`src/rtl/slfp_pkg.sv`:
```
`timescale 1ns / 1ps
// ----------------------------------------------------------------------------
// Sync and length frame parser package
// Shared constants and types for the byte-stream frame parser.
// ----------------------------------------------------------------------------
package slfp_pkg;

	// Sync pair and header size
	localparam logic [7:0] SYNC_FIRST   = 8'h50;
	localparam logic [7:0] SYNC_SECOND  = 8'h53;
	localparam logic [3:0] HEADER_BYTES = 4'd8;
	// Header bytes two and three carry the id, four to seven the length
	localparam logic [3:0] LENGTH_START = 4'd4;

	// Field widths
	localparam int unsigned ID_W    = 16;
	localparam int unsigned LEN_W   = 32;
	localparam int unsigned BYTE_W  = 8;
	localparam int unsigned INDEX_W = 16;
	localparam int unsigned MAXLEN_W = 16;

	// Result item on the output stream
	localparam int unsigned OUT_DATA_W = ID_W + LEN_W + BYTE_W + INDEX_W;

	// Reset value of the maximum body length register
	localparam logic [MAXLEN_W-1:0] MAX_BODY_LENGTH_RESET = 16'd1024;

	// Kind of result item
	typedef enum logic [1:0] {
		KIND_BODY_BYTE = 2'd0,
		KIND_EMPTY     = 2'd1,
		KIND_TOO_LARGE = 2'd2
	} event_kind_t;

endpackage

```
`src/rtl/sync_length_frame_parser_core.sv`:
```
`timescale 1ns / 1ps
// ----------------------------------------------------------------------------
// Sync and length frame parser core
// Hunts for the sync pair, gathers id and length, streams body bytes out.
// ----------------------------------------------------------------------------
//  Channel  | Direction | Payload
//  ---------+-----------+----------------------------------------------------
//  s_*      | in        | tdata: rx_byte; tuser: restart
//  m_*      | out       | tdata: message_id, body_length, data_byte,
//           |           |        byte_index; tuser: event_kind; tlast: last
//  cfg_*    | in        | max_body_length, written when cfg_wr_en is high
//
//  One byte is taken every cycle unless the output stalls; a result passes
//  through the input register and then the result register.
//  arst_n clears the parser state, both valid flags and sets the maximum
//  body length to 1024.
//  A stalled result holds in the result register; the input register moves
//  on whenever the result register is free or being emptied.
// ----------------------------------------------------------------------------
module sync_length_frame_parser_core
	import slfp_pkg::*;
(
	input  logic                  clk,
	input  logic                  arst_n,
	// Configuration
	input  logic                  cfg_wr_en,
	input  logic [MAXLEN_W-1:0]   cfg_wr_data,   // max_body_length
	// Input stream
	input  logic                  s_tvalid,
	output logic                  s_tready,
	input  logic [7:0]            s_tdata,       // [7:0] rx_byte
	input  logic [0:0]            s_tuser,       // [0] restart
	// Output stream
	output logic                  m_tvalid,
	input  logic                  m_tready,
	output logic [OUT_DATA_W-1:0] m_tdata,       // [15:0] message_id,
	                                             // [47:16] body_length,
	                                             // [55:48] data_byte,
	                                             // [71:56] byte_index
	output logic [1:0]            m_tuser,       // [1:0] event_kind
	output logic                  m_tlast        // last
);

	// Configuration register
	logic [MAXLEN_W-1:0] max_len_q;

	// Input register stage
	logic              vld_s1;
	logic [BYTE_W-1:0] byte_s1;
	logic              restart_s1;

	// Parser state
	logic [3:0]         pos_q;
	logic               in_body_q;
	logic [ID_W-1:0]    id_q;
	logic [LEN_W-1:0]   len_q;
	logic [INDEX_W-1:0] count_q;

	// Next state
	logic [3:0]         pos_d;
	logic               in_body_d;
	logic [ID_W-1:0]    id_d;
	logic [LEN_W-1:0]   len_d;
	logic [INDEX_W-1:0] count_d;

	// Result of the item in the input stage
	logic               res_valid;
	event_kind_t        res_kind;
	logic [ID_W-1:0]    res_id;
	logic [LEN_W-1:0]   res_len;
	logic [BYTE_W-1:0]  res_byte;
	logic [INDEX_W-1:0] res_index;
	logic               res_last;

	// Result register stage
	logic               vld_s2;
	event_kind_t        kind_s2;
	logic [ID_W-1:0]    id_s2;
	logic [LEN_W-1:0]   len_s2;
	logic [BYTE_W-1:0]  byte_s2;
	logic [INDEX_W-1:0] index_s2;
	logic               last_s2;

	logic               adv_s1;
	logic [3:0]         pos_inc;
	logic [LEN_W-1:0]   index_next;

	// Handshake: the input stage moves when the result register is free
	assign adv_s1   = !vld_s2 || m_tready;
	assign s_tready = !vld_s1 || adv_s1;

	// Configuration register
	always_ff @(posedge clk or negedge arst_n) begin
		if (!arst_n) begin
			max_len_q <= MAX_BODY_LENGTH_RESET;
		end else if (cfg_wr_en) begin
			max_len_q <= cfg_wr_data;
		end
	end

	// Input register
	always_ff @(posedge clk or negedge arst_n) begin
		if (!arst_n) begin
			vld_s1 <= 1'b0;
		end else if (s_tready) begin
			vld_s1 <= s_tvalid;
		end
	end

	always_ff @(posedge clk) begin
		if (s_tvalid && s_tready) begin
			byte_s1    <= s_tdata;
			restart_s1 <= s_tuser[0];
		end
	end

	// Parser step for the byte in the input stage
	always_comb begin
		pos_d      = pos_q;
		in_body_d  = in_body_q;
		id_d       = id_q;
		len_d      = len_q;
		count_d    = count_q;
		res_valid  = 1'b0;
		res_kind   = KIND_BODY_BYTE;
		res_id     = id_q;
		res_len    = len_q;
		res_byte   = '0;
		res_index  = '0;
		res_last   = 1'b1;
		pos_inc    = pos_q + 4'd1;
		index_next = {{(LEN_W-INDEX_W){1'b0}}, count_q} + {{(LEN_W-1){1'b0}}, 1'b1};

		if (restart_s1) begin
			pos_d     = '0;
			in_body_d = 1'b0;
			id_d      = '0;
			len_d     = '0;
			count_d   = '0;
		end else if (in_body_q) begin
			// Stream one body byte; the final one ends the frame
			res_valid = 1'b1;
			res_byte  = byte_s1;
			res_index = count_q;
			res_last  = (index_next >= len_q);
			count_d   = index_next[INDEX_W-1:0];
			if (res_last) begin
				pos_d     = '0;
				in_body_d = 1'b0;
				id_d      = '0;
				len_d     = '0;
				count_d   = '0;
			end
		end else begin
			case (pos_q) inside
				4'd0: begin
					if (byte_s1 == SYNC_FIRST) begin
						pos_d = 4'd1;
					end
				end
				4'd1: begin
					if (byte_s1 == SYNC_SECOND) begin
						pos_d = 4'd2;
					end else if (byte_s1 == SYNC_FIRST) begin
						pos_d = 4'd1;
					end else begin
						pos_d = 4'd0;
					end
				end
				default: begin
					// Shift header bytes in, most significant first
					if (pos_q < LENGTH_START) begin
						id_d = {id_q[ID_W-BYTE_W-1:0], byte_s1};
					end else begin
						len_d = {len_q[LEN_W-BYTE_W-1:0], byte_s1};
					end
					pos_d    = pos_inc;
					res_id   = id_d;
					res_len  = len_d;
					if (pos_inc == HEADER_BYTES) begin
						count_d = '0;
						if (len_d > {{(LEN_W-MAXLEN_W){1'b0}}, max_len_q}) begin
							res_valid = 1'b1;
							res_kind  = KIND_TOO_LARGE;
						end else if (len_d == '0) begin
							res_valid = 1'b1;
							res_kind  = KIND_EMPTY;
						end else begin
							in_body_d = 1'b1;
						end
						if (res_valid) begin
							pos_d     = '0;
							in_body_d = 1'b0;
							id_d      = '0;
							len_d     = '0;
						end
					end
				end
			endcase
		end
	end

	// Parser state register
	always_ff @(posedge clk or negedge arst_n) begin
		if (!arst_n) begin
			pos_q     <= '0;
			in_body_q <= 1'b0;
			id_q      <= '0;
			len_q     <= '0;
			count_q   <= '0;
		end else if (vld_s1 && adv_s1) begin
			pos_q     <= pos_d;
			in_body_q <= in_body_d;
			id_q      <= id_d;
			len_q     <= len_d;
			count_q   <= count_d;
		end
	end

	// Result register
	always_ff @(posedge clk or negedge arst_n) begin
		if (!arst_n) begin
			vld_s2 <= 1'b0;
		end else if (adv_s1) begin
			vld_s2 <= vld_s1 && res_valid;
		end
	end

	always_ff @(posedge clk) begin
		if (adv_s1 && vld_s1 && res_valid) begin
			kind_s2  <= res_kind;
			id_s2    <= res_id;
			len_s2   <= res_len;
			byte_s2  <= res_byte;
			index_s2 <= res_index;
			last_s2  <= res_last;
		end
	end

	// Output stream
	assign m_tvalid = vld_s2;
	assign m_tdata  = {index_s2, byte_s2, len_s2, id_s2};
	assign m_tuser  = kind_s2;
	assign m_tlast  = last_s2;

	// While streaming a body, the whole header has been taken
	assert property (@(posedge clk) disable iff (!arst_n)
		in_body_q |-> pos_q == HEADER_BYTES)
		else $error("body streaming without a complete header");

	// The body counter never reaches the announced length while in the body
	assert property (@(posedge clk) disable iff (!arst_n)
		in_body_q |-> {{(LEN_W-INDEX_W){1'b0}}, count_q} < len_q)
		else $error("body counter ran past the body length");

	// Empty and oversize results are single-item frames with no payload byte
	assert property (@(posedge clk) disable iff (!arst_n)
		(vld_s2 && kind_s2 != KIND_BODY_BYTE) |-> (last_s2 && byte_s2 == '0 && index_s2 == '0))
		else $error("non-byte result with byte fields set");

	// Outside the body the header position stays below the header size
	assert property (@(posedge clk) disable iff (!arst_n)
		!in_body_q |-> pos_q < HEADER_BYTES)
		else $error("header position out of range while hunting");

endmodule
```
`config.mk`:
```
export PLATFORM = sky130hd
export DESIGN_NAME = sync_length_frame_parser_core
export DESIGN_NICKNAME = d
export VERILOG_FILES = /design/src/rtl/slfp_pkg.sv /design/src/rtl/sync_length_frame_parser_core.sv
export SDC_FILE = /design/constraint.sdc
export NUM_CORES = 1
export LEC_CHECK = 0
export BUFFER_PORTS_ARGS = -buffer_cell sky130_fd_sc_hd__buf_4
export CAP_MARGIN = 20
export CORE_UTILIZATION = 50
export DETAILED_ROUTE_END_ITERATION = 7
export GPL_TIMING_DRIVEN = 0
export PLACE_DENSITY_LB_ADDON = 0.3
export SYNTH_ARGS = -nofsm -noshare
export SYNTH_HDL_FRONTEND = slang
export SYNTH_SLANG_ARGS = --single-unit
```
`constraint.sdc`:
```
create_clock -name clk -period 5.4 [get_ports clk]
set_input_delay 0.54 -clock clk [delete_from_list [all_inputs] [get_ports clk]]
set_output_delay 0.54 -clock clk [all_outputs]
set_load 0.03 [all_outputs]
```
==> flow_metrics.tcl <==
set metrics [dict create \
    synth_compound_area_share_pct 12.5 \
    wirelength_microns 20200 \
    synth_cells 721 \
    violations "negative hold slack" \
    cts-hold-fix-buffers 0 \
    crit_family "buffers and inverters" \
    rsz0062_at_grt "no" \
    cts_max_path_buffers 2 \
    finClkSkew_ns 0.0139 \
    gr-total-overflow 0 \
    crit_path_max_incr_delay_ns 0.67 \
    grtUsageTotal_pct 25.5 \
    fin_nets 914 \
    leakage_nw 4.48 \
    placed_area_sq_um 9380 \
    synth_cell_types 60 \
    arrival_ns 4.88 \
    synth_top_family_by_area "simple AND/OR/NAND/NOR gates" \
    critPathBufInv 4 \
    dr.pass1.iters 5 \
    die_area_sq_um 17100 \
    fmax_mhz 207 \
    grt_max_degree 88 \
    ys_ff_latch 171 \
    end_kind "flop" \
    fin_util_pct 62.4 \
    seq_area_frac_synth_pct 56.6 \
    synthAdderAreaFrac_pct 5.57 \
    initial_core_util_pct 51.8 \
    period_needed_ns 4.83 \
    layout-drive-gt1-share_pct 24.4 \
    post-place-ws_ns 0.702 \
    grt_first_pass_wirelength_microns 32500 \
    report.final.slew_viol_count 0 \
    worst_slack_ns 0.574 \
    via_per_inst 5.76 \
    crit_fanout 75 \
    cellPowerDensity_nw_per_um2 387 \
    hold_viol 7 \
    cts_setup_buffers 0 \
    grt_antenna_before_repair 0 \
    slew_headroom_pct 36.6 \
    drtIter0Drc 507 \
    vias 6193 \
    core-area_sq_um 16100 \
    post-route-cell-area_sq_um 10000 \
    syn2layout_area_growth_pct 20.5 \
    io_pins 107 \
    finalSetupViolCount 0 \
    gp_congestion 0.848 \
    synth_area_sq_um 8310 \
    drv_cap 0 \
    crit_chain "or2_1, buf_6, clkbuf_1, mux2i_1, inv_1, ha_1, nand4_1, or3_1, a21o_2, a31oi_1, or2_4, o21ai_0, inv_4" \
    ant_nets 0 \
    ir_drop_uv 224 \
    crit_type "reg2reg" \
    rows 46 \
    h-tree-depth 4 \
    slowest_stage "inv_4" \
    clock_sinks 171 \
    diodes 0 \
    critPathRequiredTime_ns 5.46 \
    die_h_microns 131 \
    synthXorXnorAreaFrac_pct 1.48 \
    power_w 0.00388 \
    max_slew.worst_pin.slew_ns 0.952 \
    syn_nets 788 \
    synthFlopType "dfrtp_1" \
    yosys_warnings 0 \
    finalCritPeriodShare_pct 89.4 \
    finalHoldWorstSlack_ns -0.00342 \
    cts_tree "done" \
    synthMuxAreaShare_pct 6.38 \
    cts_inserted_buffers 17 \
    avgSynthCellArea_sq_um 11.5 \
    portBuffers 106 \
    run_status "finished with violations" \
    yosys.area_share.simple_pct 12.9 \
    grt_pass1_vias 6029 \
    critPathLaunchType "flop" \
    drc 0 \
    holdCritPathClass "in2async" \
    wl_per_cell_microns 18.8 \
    path_clk_slew_ns 0.07 \
    async_flop_share_pct 50.9 \
    dp_hpwl_microns 14400 \
    die_w_microns 131 \
    root_buffer "clkbuf_16" \
    synth_edf_count 84 \
    insertion_delay_ns 0.44 \
    post_cts_resized 0 \
]
==> Yosys cell counts, types with 4 or more instances <==
cell type | number | area share, %
dfrtp_1 | 86 | 26
edfxtp_1 | 84 | 30
nor2_1 | 26 | 1.2
o21ai_0 | 72 | 4.3
a21o_1 | 4 | 0.36
and4_1 | 4 | 0.42
nand2b_1 | 12 | 0.90
xor2_1 | 5 | 0.53
nand2_1 | 75 | 3.4
nand4_1 | 8 | 0.60
inv_1 | 55 | 2.5
mux2_2 | 32 | 4.3
a22o_1 | 20 | 2.1
o31ai_1 | 7 | 0.63
xnor2_1 | 9 | 0.95
nor4_1 | 8 | 0.60
buf_6 | 5 | 0.68
nor2b_1 | 4 | 0.30
clkbuf_1 | 18 | 0.81
and3_1 | 10 | 0.75
and2_1 | 26 | 2.0
nand3_1 | 15 | 0.90
a21oi_1 | 14 | 0.84
a22o_2 | 12 | 1.4
ha_1 | 37 | 5.6
nor3_1 | 7 | 0.42
mux2i_1 | 17 | 2.0
==> per-layer routing <==
layer | global-route usage (%) | routed length [microns] | vias to the layer above
li1 | - | - | 2850
met1 | 34.7 | 8940 | 3038
met2 | 40.5 | 9520 | 262
met3 | 4.44 | 1190 | 43
met4 | 10.8 | 541 | 0
met5 | 0 | 0 | -
==> worst paths after layout <==
check	start	slack (ns)	to	cells after the start
max in group asynchronous	arst_n	4.75	len_q[18]	2
min	arst_n	-0.003	max_len_q[4]	1
min in group clk	s_tdata[5]	0.27	byte_s1[5]	1
max	pos_q[3]	0.57	len_s2[1]	13
max reg2reg	pos_q[3]	0.57	len_s2[1]	13
min reg2reg	id_q[9]	0.50	id_q[9]	1
==> worst reg2reg max path, delay by kind of cell (launching register included) <==
kind,cells,cell delay (ns)
AOI/OAI and AO/OA,3,0.63
adders and majority gates,1,0.33
buffers and inverters,4,1.47
DFF,1,0.47
muxes,1,0.53
and+or+nand+nor,4,0.91
==> cell usage in the layout, fill, tap and decap left out, types with 7 or more instances in the layout <==
cell type / instances
buf_4: 107
dfrtp_1: 86
edfxtp_1: 84
nand2_1: 75
o21ai_0: 72
inv_1: 54
ha_1: 37
mux2_2: 32
nor2_1: 26
and2_1: 26
a22o_1: 20
clkbuf_1: 18
mux2i_1: 17
clkbuf_16: 17
nand3_1: 15
a21oi_1: 14
nand2b_1: 12
a22o_2: 12
and3_1: 10
xnor2_1: 9
nand4_1: 8
nor4_1: 8
nor3_1: 7
o31ai_1: 7
==> state kept, by name, summed over array words and instances (netlist names) <==
name	count
len_q	32
byte_s2	8
pos_q	4
m_tuser	2
vld_s1	1
restart_s1	1
len_s2	32
m_tlast	1
id_s2	16
in_body_q	1
m_tvalid	1
count_q	16
id_q	16
index_s2	16
byte_s1	8
max_len_q	16
==> power breakdown <==
group | switching, W | internal, W
logic | 0.000613 | 0.000381
registers | 0.000113 | 0.00152
clock network | 0.000554 | 0.000700
==> cell type report <==
type	instances	area, sq um
multi-input combinational	464	3230
clock inverter	15	180
inverter	56	213
clock buffer	17	425
buffer	30	170
timing repair buffer	107	823
tap	216	270
fill	1269	6040
sequential	171	4700
==> logic make-up (layout without fill, tap and decap cells) <==
| kind of cell | Yosys count | after routing |
|---|---|---|
| AO/OA/AOI/OAI | 155 | 155 |
| AND/OR/NAND/NOR | 209 | 209 |
| flip-flops | 171 | 171 |
| adder cells (fa/ha/maj) | 37 | 37 |
| buffers and inverters | 86 | 225 |
| XOR/XNOR | 14 | 14 |
| multiplexers | 49 | 49 |
==> metrics by stage <==
step	setup TNS, ns	hold slack (ns)	std cells
final	0	-0.00342	1076
after global routing	0	0.0113	1076
after CTS	0	0.266	1075
after detailed placement	0	0.479	1043
after global placement	-35.54	0.476	1043
after floorplan	0	0.244	721
Note: power is estimated with default switching activity, not from simulation.
